**config.mk**
```make
export PLATFORM = sky130hd
export DESIGN_NAME = line_clip_to_window
export DESIGN_NICKNAME = d
export VERILOG_FILES = /design/src/sv/lcw_pkg.sv /design/src/sv/lcw_queue.sv /design/src/sv/lcw_front.sv /design/src/sv/lcw_back.sv /design/src/sv/line_clip_to_window.sv
export SDC_FILE = /design/constraint.sdc
export NUM_CORES = 2
export LEC_CHECK = 0
export BUFFER_PORTS_ARGS = -buffer_cell sky130_fd_sc_hd__buf_2
export CORE_MARGIN = 2
export CORE_UTILIZATION = 30
export DETAILED_ROUTE_END_ITERATION = 8
export HOLD_SLACK_MARGIN = 0.06
export PLACE_DENSITY = 0.55
export REMOVE_ABC_BUFFERS = 1
export SLEW_MARGIN = 40
export SYNTH_ARGS = -nofsm -noshare
export SYNTH_HDL_FRONTEND = slang
export SYNTH_SLANG_ARGS = --single-unit
```
**constraint.sdc**
```tcl
create_clock -name clk -period 13.6 [get_ports clk]
set_clock_uncertainty 0.05 [all_clocks]
set_input_delay 3.4 -clock clk [delete_from_list [all_inputs] [get_ports clk]]
set_output_delay 3.4 -clock clk [all_outputs]
set_load 0.01 [all_outputs]
```
**src/sv/lcw_pkg.sv**
```systemverilog
// lcw_pkg: shared types, codes and the outcode function of the line clipper.
// Used by every module of line_clip_to_window; depends on nothing.
package lcw_pkg;

  localparam int COORD_W    = 16;
  localparam int OC_W       = 4;
  localparam int MAX_ROUNDS = 8;
  localparam int ROUND_W    = $clog2(MAX_ROUNDS + 1);

  localparam logic [OC_W-1:0] OC_TOP    = 4'd8;
  localparam logic [OC_W-1:0] OC_BOTTOM = 4'd4;
  localparam logic [OC_W-1:0] OC_RIGHT  = 4'd2;
  localparam logic [OC_W-1:0] OC_LEFT   = 4'd1;

  localparam logic [1:0] REG_LEFT   = 2'd0;
  localparam logic [1:0] REG_BOTTOM = 2'd1;
  localparam logic [1:0] REG_RIGHT  = 2'd2;
  localparam logic [1:0] REG_TOP    = 2'd3;

  typedef logic signed [COORD_W-1:0] coord_t;

  localparam coord_t RST_LEFT   = -16'sd1600;
  localparam coord_t RST_BOTTOM = -16'sd1600;
  localparam coord_t RST_RIGHT  = 16'sd1600;
  localparam coord_t RST_TOP    = 16'sd1600;

  typedef struct packed {
    coord_t start_x;
    coord_t start_y;
    coord_t end_x;
    coord_t end_y;
  } in_word_t;

  typedef struct packed {
    logic   accepted;
    coord_t clip_start_x;
    coord_t clip_start_y;
    coord_t clip_end_x;
    coord_t clip_end_y;
  } out_word_t;

  typedef struct packed {
    coord_t left;
    coord_t bottom;
    coord_t right;
    coord_t top;
  } window_t;

  typedef struct packed {
    in_word_t        seg;
    logic [OC_W-1:0] ca;
    logic [OC_W-1:0] cb;
  } job_t;

  function automatic logic [OC_W-1:0] outcode(window_t w, coord_t x, coord_t y);
    logic [OC_W-1:0] c;
    c = '0;
    if (y > w.top)    c = c | OC_TOP;
    if (y < w.bottom) c = c | OC_BOTTOM;
    if (x > w.right)  c = c | OC_RIGHT;
    if (x < w.left)   c = c | OC_LEFT;
    return c;
  endfunction

endpackage

```
**src/sv/lcw_queue.sv**
```systemverilog
// lcw_queue: two-entry job queue between front and back.
// Depends on lcw_pkg.
module lcw_queue (
  input  logic          clk,
  input  logic          rst,
  input  logic          push,
  input  lcw_pkg::job_t push_job,
  output logic          full,
  input  logic          pop,
  output logic          avail,
  output lcw_pkg::job_t head
);

  lcw_pkg::job_t slot [2];
  logic          wr_ptr;
  logic          rd_ptr;
  logic [1:0]    count;

  assign full  = (count == 2'd2);
  assign avail = (count != 2'd0);
  assign head  = slot[rd_ptr];

  always_ff @(posedge clk) begin
    if (push) begin
      slot[wr_ptr] <= push_job;
    end
    if (rst) begin
      wr_ptr <= 1'b0;
      rd_ptr <= 1'b0;
      count  <= 2'd0;
    end else begin
      if (push) wr_ptr <= ~wr_ptr;
      if (pop)  rd_ptr <= ~rd_ptr;
      if (push && !pop)      count <= count + 2'd1;
      else if (pop && !push) count <= count - 2'd1;
    end
  end

endmodule

```
**src/sv/lcw_front.sv**
```systemverilog
// lcw_front: input stage; registers a segment and tags it with both outcodes.
// Depends on lcw_pkg; feeds lcw_queue.
module lcw_front (
  input  logic              clk,
  input  logic              rst,
  input  logic              in_valid,
  output logic              in_ready,
  input  lcw_pkg::in_word_t in_word,
  input  lcw_pkg::window_t  win,
  input  logic              q_full,
  output logic              push,
  output lcw_pkg::job_t     push_job
);

  logic              held;
  lcw_pkg::in_word_t seg;

  assign push     = held && !q_full;
  assign in_ready = !held || push;

  always_comb begin
    push_job.seg = seg;
    push_job.ca  = lcw_pkg::outcode(win, seg.start_x, seg.start_y);
    push_job.cb  = lcw_pkg::outcode(win, seg.end_x, seg.end_y);
  end

  always_ff @(posedge clk) begin
    if (in_valid && in_ready) begin
      seg <= in_word;
    end
    if (rst) begin
      held <= 1'b0;
    end else if (in_valid && in_ready) begin
      held <= 1'b1;
    end else if (push) begin
      held <= 1'b0;
    end
  end

endmodule

```
**src/sv/lcw_back.sv**
```systemverilog
// lcw_back: clip rounds; one multiply and a bit-serial divide per round,
// then the result register. Depends on lcw_pkg; fed by lcw_queue.
module lcw_back (
  input  logic               clk,
  input  logic               rst,
  input  logic               q_avail,
  input  lcw_pkg::job_t      q_head,
  output logic               pop,
  input  lcw_pkg::window_t   win,
  output logic               out_valid,
  input  logic               out_ready,
  output lcw_pkg::out_word_t out_word
);

  localparam int W   = lcw_pkg::COORD_W;
  localparam int CNT_W = $clog2(W + 1);

  localparam logic [2:0] S_IDLE  = 3'd0;
  localparam logic [2:0] S_CHECK = 3'd1;
  localparam logic [2:0] S_MUL   = 3'd2;
  localparam logic [2:0] S_DIV   = 3'd3;
  localparam logic [2:0] S_UPD   = 3'd4;

  logic [2:0] state;

  lcw_pkg::coord_t xa, ya, xb, yb;
  logic [lcw_pkg::OC_W-1:0] ca, cb;
  logic [lcw_pkg::ROUND_W-1:0] rnd;
  logic            first;
  logic            y_edge;
  lcw_pkg::coord_t edge_c;
  lcw_pkg::coord_t base;
  logic            neg;
  logic            den_zero;
  logic [W-1:0]    a_mag, b_mag, d_mag;
  logic [2*W-1:0]  prod;
  logic [W:0]      rem;
  logic [W-1:0]    lo;
  logic [W-1:0]    quo;
  logic [CNT_W-1:0] cnt;

  // round setup
  logic [lcw_pkg::OC_W-1:0] c;
  logic            c_y_edge;
  lcw_pkg::coord_t c_edge;
  logic signed [W:0] dx, dy, num, span, den;
  logic            slot_free;
  logic            decide;
  logic            acc;
  logic            emit;

  function automatic logic [W-1:0] mag(logic signed [W:0] v);
    logic signed [W:0] t;
    t = v[W] ? -v : v;
    return t[W-1:0];
  endfunction

  always_comb begin
    c  = (ca != '0) ? ca : cb;
    dx = {xb[W-1], xb} - {xa[W-1], xa};
    dy = {yb[W-1], yb} - {ya[W-1], ya};
    if ((c & lcw_pkg::OC_TOP) != '0) begin
      c_y_edge = 1'b1;
      c_edge   = win.top;
    end else if ((c & lcw_pkg::OC_BOTTOM) != '0) begin
      c_y_edge = 1'b1;
      c_edge   = win.bottom;
    end else if ((c & lcw_pkg::OC_RIGHT) != '0) begin
      c_y_edge = 1'b0;
      c_edge   = win.right;
    end else begin
      c_y_edge = 1'b0;
      c_edge   = win.left;
    end
    if (c_y_edge) begin
      span = dx;
      den  = dy;
      num  = {c_edge[W-1], c_edge} - {ya[W-1], ya};
    end else begin
      span = dy;
      den  = dx;
      num  = {c_edge[W-1], c_edge} - {xa[W-1], xa};
    end
  end

  assign acc       = ((ca | cb) == '0);
  assign decide    = acc || ((ca & cb) != '0) ||
                     (rnd == lcw_pkg::ROUND_W'(lcw_pkg::MAX_ROUNDS));
  assign slot_free = !out_valid || out_ready;
  assign emit      = (state == S_CHECK) && decide && slot_free;
  assign pop       = (state == S_IDLE) && q_avail;
  assign prod      = a_mag * b_mag;

  // divide step; the quotient fits W bits, so the top half starts the remainder
  logic [W:0] r2;
  logic       qbit;
  assign r2   = {rem[W-1:0], lo[W-1]};
  assign qbit = (r2 >= {1'b0, d_mag});

  // endpoint update
  logic signed [W:0] moved;
  lcw_pkg::coord_t   newc, nx, ny;
  always_comb begin
    moved = neg ? ({base[W-1], base} - {1'b0, quo}) : ({base[W-1], base} + {1'b0, quo});
    newc  = den_zero ? base : moved[W-1:0];
    nx    = y_edge ? newc : edge_c;
    ny    = y_edge ? edge_c : newc;
  end

  always_ff @(posedge clk) begin
    if (rst) begin
      out_valid <= 1'b0;
    end else if (emit) begin
      out_valid <= 1'b1;
    end else if (out_ready) begin
      out_valid <= 1'b0;
    end
  end

  always_ff @(posedge clk) begin
    if (rst) begin
      state <= S_IDLE;
    end else begin
      unique case (state)
        S_IDLE: begin
          if (q_avail) begin
            xa    <= q_head.seg.start_x;
            ya    <= q_head.seg.start_y;
            xb    <= q_head.seg.end_x;
            yb    <= q_head.seg.end_y;
            ca    <= q_head.ca;
            cb    <= q_head.cb;
            rnd   <= '0;
            state <= S_CHECK;
          end
        end
        S_CHECK: begin
          if (decide) begin
            if (emit) begin
              out_word.accepted     <= acc;
              out_word.clip_start_x <= acc ? xa : '0;
              out_word.clip_start_y <= acc ? ya : '0;
              out_word.clip_end_x   <= acc ? xb : '0;
              out_word.clip_end_y   <= acc ? yb : '0;
              state                 <= S_IDLE;
            end
          end else begin
            first    <= (ca != '0);
            y_edge   <= c_y_edge;
            edge_c   <= c_edge;
            base     <= c_y_edge ? xa : ya;
            neg      <= span[W] ^ num[W] ^ den[W];
            den_zero <= (den == '0);
            a_mag    <= mag(span);
            b_mag    <= mag(num);
            d_mag    <= mag(den);
            state    <= S_MUL;
          end
        end
        S_MUL: begin
          rem   <= {1'b0, prod[2*W-1:W]};
          lo    <= prod[W-1:0];
          quo   <= '0;
          cnt   <= '0;
          state <= S_DIV;
        end
        S_DIV: begin
          rem <= qbit ? (r2 - {1'b0, d_mag}) : r2;
          lo  <= {lo[W-2:0], 1'b0};
          quo <= {quo[W-2:0], qbit};
          cnt <= cnt + 1'b1;
          if (cnt == CNT_W'(W - 1)) begin
            state <= S_UPD;
          end
        end
        S_UPD: begin
          if (first) begin
            xa <= nx;
            ya <= ny;
            ca <= lcw_pkg::outcode(win, nx, ny);
          end else begin
            xb <= nx;
            yb <= ny;
            cb <= lcw_pkg::outcode(win, nx, ny);
          end
          rnd   <= rnd + 1'b1;
          state <= S_CHECK;
        end
        default: state <= S_IDLE;
      endcase
    end
  end

endmodule

```
**src/sv/line_clip_to_window.sv**
```systemverilog
// line_clip_to_window: top level; window registers, front, queue and back.
// Depends on lcw_pkg, lcw_front, lcw_queue, lcw_back.
//
// Usage:
//   in channel  (in_valid/in_ready/in_word): one segment, two endpoints.
//   out channel (out_valid/out_ready/out_word): accept flag and clipped
//   endpoints; all four coordinates are zero when the segment is rejected.
//   cfg port (cfg_we/cfg_index/cfg_data): window left, bottom, right, top;
//   write only while no segment is in flight.
// Clip rounds: a segment decided at once needs none; each clip round runs
//   setup, multiply, 16 divide steps and update; a sane window needs
//   at most 4 rounds; an inverted window stops at the 8-round limit.
// Throughput: one segment at a time in the clip engine; the 16-step
//   restoring divider sets the round time. The input register and a
//   two-entry queue keep accepting while the engine works.
// Reset: clears all handshake state and loads the window to +/-1600.
// Stall: a held result stays stable; the engine waits on the result
//   register, the queue fills, then in_ready drops.
module line_clip_to_window (
  input  logic               clk,
  input  logic               rst,
  input  logic               in_valid,
  output logic               in_ready,
  input  lcw_pkg::in_word_t  in_word,
  output logic               out_valid,
  input  logic               out_ready,
  output lcw_pkg::out_word_t out_word,
  input  logic               cfg_we,
  input  logic [1:0]         cfg_index,
  input  lcw_pkg::coord_t    cfg_data
);

  lcw_pkg::window_t win;
  logic             q_full, q_avail, push, pop;
  lcw_pkg::job_t    push_job, q_head;

  always_ff @(posedge clk) begin
    if (rst) begin
      win.left   <= lcw_pkg::RST_LEFT;
      win.bottom <= lcw_pkg::RST_BOTTOM;
      win.right  <= lcw_pkg::RST_RIGHT;
      win.top    <= lcw_pkg::RST_TOP;
    end else if (cfg_we) begin
      unique case (cfg_index)
        lcw_pkg::REG_LEFT:   win.left   <= cfg_data;
        lcw_pkg::REG_BOTTOM: win.bottom <= cfg_data;
        lcw_pkg::REG_RIGHT:  win.right  <= cfg_data;
        lcw_pkg::REG_TOP:    win.top    <= cfg_data;
        default: ;
      endcase
    end
  end

  lcw_front u_front (
    .clk, .rst, .in_valid, .in_ready, .in_word, .win,
    .q_full, .push, .push_job
  );

  lcw_queue u_queue (
    .clk, .rst, .push, .push_job, .full(q_full),
    .pop, .avail(q_avail), .head(q_head)
  );

  lcw_back u_back (
    .clk, .rst, .q_avail, .q_head, .pop, .win,
    .out_valid, .out_ready, .out_word
  );

endmodule

```
==> impl_summary.log <==
[metrics] initial cell density of the core: approximately 30%
[metrics] max_cap viols: 0
[metrics] first-pass detailed-route iteration total: 5
[metrics] worst-case headroom to the max-slew limit: approximately 43%
[metrics] worst skew pair latency: 670 ps
[metrics] highest-delay cell along the critical path: sky130_fd_sc_hd__edfxtp_1
[metrics] CTS max path bufs: 3
[metrics] Seq/Total Area, Yosys: slightly above 40%
[metrics] via count of the first global-routing pass: between 20,000 and 30,000
[metrics] wire length of the first global-routing pass: about 180 mm
[metrics] flop and latch count out of synthesis: 560
[metrics] portion of the clock cycle consumed by the worst path in the final layout: roughly 51%
[metrics] vias after detailed routing: between 20,000 and 30,000
[metrics] data arrival time of the critical path: 7330 ps
[metrics] setup repair after global routing missed its margin: false
[metrics] predominant post-synthesis flop cell: sky130_fd_sc_hd__edfxtp_1
[metrics] Die Wd: between 300 and 400 um
[metrics] number of buffer and inverter stages on the critical path: 4
[metrics] number of hold buffers added after CTS: 0
[metrics] Resized cells post-CTS: 0
[metrics] number of logic stages on the critical path including buffering: 20
[metrics] cell class contributing the biggest share of worst-path delay: adder cells
[metrics] vias per std cell: around 4.9
[metrics] clock buffers created by TritonCTS: 70
[metrics] cell area after placement: 42,600 um2
[metrics] number of setup violations in the final report: 0
[metrics] Slew @ Worst Pin: ~860 ps
[metrics] Synth async-reset ratio: 0%
[metrics] HPWL after detailed placement: ~90 mm
[metrics] outcome: complete, no violations
[metrics] top cell types by occurrence after synthesis: sky130_fd_sc_hd__edfxtp_1 (486), sky130_fd_sc_hd__nand2_1 (411), sky130_fd_sc_hd__inv_1 (410)
[metrics] total congestion overflow: 0
[metrics] CP Launch Type: register
[metrics] die footprint: roughly 140,000 um2
[metrics] Syn-to-layout area delta: 13.0%
[metrics] detailed-route DRC error count: 0
[metrics] number of post-CTS setup repair buffers: 0
[metrics] series of cell instances along the critical path: and2_1 -> fa_1 -> inv_1 -> fa_1 -> inv_1 -> fa_1 -> fa_1 -> fa_1 -> inv_1 -> fa_1 -> inv_1 -> ha_1 -> and3_1 -> and2_1 -> a22oi_1 -> nand2_1 -> a311o_1 -> a31o_1 -> a2111oi_0 -> o31ai_1
[metrics] number of DRC markers in iteration 0: around 1,800
[metrics] Syn Area/Cell: just over 10 um2
[metrics] root buffer selected by CTS: sky130_fd_sc_hd__clkbuf_16
[metrics] CP most frequent cell: sky130_fd_sc_hd__fa_1
[metrics] overall track demand over capacity in global routing: 17.1%
[metrics] Cell variety after synth: between 80 and 90
[metrics] YS warnings: 0
[metrics] Crit Path Class: register to register
[metrics] netlist area before placement: 39,800 um2
[metrics] placeable core region: ~130,000 um2
[metrics] number of sinks handled by clock tree synthesis: 560
[metrics] number of nets still failing antenna checks after routing: 0
[metrics] pin count of the biggest net entering global routing: 76
[metrics] Final Max Slew Viols: 0
[metrics] Hold Crit Class: register to register
[metrics] fill cell total of the finished layout: between 10,000 and 15,000
[metrics] FP Rows: about 130
[metrics] layout cells sized above 1: under 10%
[metrics] share of the synthesized area in the top cell type: 36.7%
[metrics] CTS H-tree lvls: 3
[metrics] Chip Height: approximately 370 um
[metrics] IO Count: about 150
[metrics] port bufs: ~150
[metrics] Routed WL: approximately 120 mm
[metrics] library cell with the largest summed area after synthesis: sky130_fd_sc_hd__edfxtp_1
[metrics] highest net fanout along the worst path: 16
[metrics] cell types occupying the most area after synthesis: sky130_fd_sc_hd__edfxtp_1 (37%), sky130_fd_sc_hd__ha_1 (12%), sky130_fd_sc_hd__fa_1 (10%)
[metrics] average wire per cell in the routed design: roughly 20 um
[metrics] sum of negative setup slack: 0 ps
[metrics] worst hold path depth: 2
[metrics] final antenna diode count: 0
[metrics] Final Wtd Congestion: between 0.8 and 0.9
[metrics] Final Hold Fails: 0
[metrics] CTS tree: yes
[metrics] Crit path required time: around 14,000 ps
[metrics] kind of end point of the critical path: register
[metrics] post-layout instance area: around 45,000 um2
[metrics] R2R cell count: 20
[metrics] most used standard cell by instance count after synthesis: sky130_fd_sc_hd__edfxtp_1
[metrics] instance count of the mapped netlist: about 3,900
[metrics] NumNets Final: roughly 4,600
[metrics] CP max stage delay: about 670 ps
[metrics] Fmax: around 140 MHz
[metrics] initial antenna violation count: 5
[metrics] Clock transition at path regs: roughly 60 ps
[metrics] Post-synth EDFFs: around 490
[metrics] minimum period implied by the final worst setup slack: about 7000 ps
[path summary, 6_finish.rpt]
kind                                      start              to  slack, ps
worst max-delay path            u_back.a_mag[5]  u_back.rem[15]       6600
worst min-delay path                    win[23]         win[23]        400
worst max register to register  u_back.a_mag[5]  u_back.rem[15]       6600
worst min register to register          win[23]         win[23]        400
[metal layers]
metal,wire [um],GRT usage [%],vias to the layer above,part of all wire [%]
li1,-,-,13683,-
met1,51400,22.1,13968,44
met2,56900,29.5,680,49
met3,4340,1.92,172,3.7
met4,4180,6.19,0,3.6
met5,0,0,-,0
[cell type report]
| type | count | area (um2) | share of cell area (%) |
|---|---|---|---|
| clock buffers | 86 | 1840 | 4.10 |
| clock inverters | 42 | 566 | 1.26 |
| inverters | 411 | 1540 | 3.43 |
| multi-input cells | 2743 | 21700 | 48.3 |
| flip-flops and latches | 560 | 16100 | 35.8 |
| well taps | 1755 | 2200 | 4.88 |
| repair buffers | 181 | 1000 | 2.23 |
[sequential cells by signal (all words and copies together), names as in the netlist, 64 cells and up, named ones only]
register,count
u_queue.slot,144
u_front.push_job,64
win,64
u_back.out_word,65
[metrics by stage]
step	hold slack, ps	utilization (%)	setup slack [ps]	instances
after global placement	391	32.3	6680	5649
final	402	34.2	6600	5778
after CTS	405	34.2	6560	5778
after global routing	424	34.2	6290	5778
after detailed placement	397	32.3	6590	5650
after floorplan	380	-	3360	3714
[placed cells by master, fill, tap and decap left out, drive strengths merged, types with 46 or more instances in the layout]
cell type,count
fa,199
clkbuf,86
and2,201
mux2i,92
nand2,411
o21a,46
a21o,77
nor2b,77
xnor2,101
inv,416
edfxtp,486
nor2,186
buf,181
a211oi,77
a21oi,262
o21ai,180
ha,378
dfxtp,74
[worst reg2reg max path: stages, from the launching register on]
cell                        delay [ps]
sky130_fd_sc_hd__edfxtp_1          670
sky130_fd_sc_hd__and2_1            300
sky130_fd_sc_hd__fa_1              490
sky130_fd_sc_hd__inv_1              50
sky130_fd_sc_hd__fa_1              470
sky130_fd_sc_hd__inv_1              50
sky130_fd_sc_hd__fa_1              530
sky130_fd_sc_hd__fa_1              520
sky130_fd_sc_hd__fa_1              550
sky130_fd_sc_hd__inv_1              50
sky130_fd_sc_hd__fa_1              530
sky130_fd_sc_hd__inv_1              40
sky130_fd_sc_hd__ha_1              380
sky130_fd_sc_hd__and3_1            230
sky130_fd_sc_hd__and2_1            170
sky130_fd_sc_hd__a22oi_1           210
sky130_fd_sc_hd__nand2_1           140
sky130_fd_sc_hd__a311o_1           440
sky130_fd_sc_hd__a31o_1            280
sky130_fd_sc_hd__a2111oi_0         430
sky130_fd_sc_hd__o31ai_1           130
[logic make-up (layout without fill, tap and decap cells)]
kind of cell             Yosys count  in the layout  share of synthesized area [%]
AND/OR/NAND/NOR                 1103           1103                           13.7
AO/OA/AOI/OAI                    806            806                           12.8
adder cells (fa/ha/maj)          577            577                           21.9
flip-flops                       560            560                           40.4
buffers and inverters            552            720                           5.22
XOR/XNOR                         146            146                           3.21
multiplexers                     111            111                           2.86
Power is left out: the tool's default activity adds up to more than one toggle a clock period on the data nets, which glitch-free logic cannot reach.
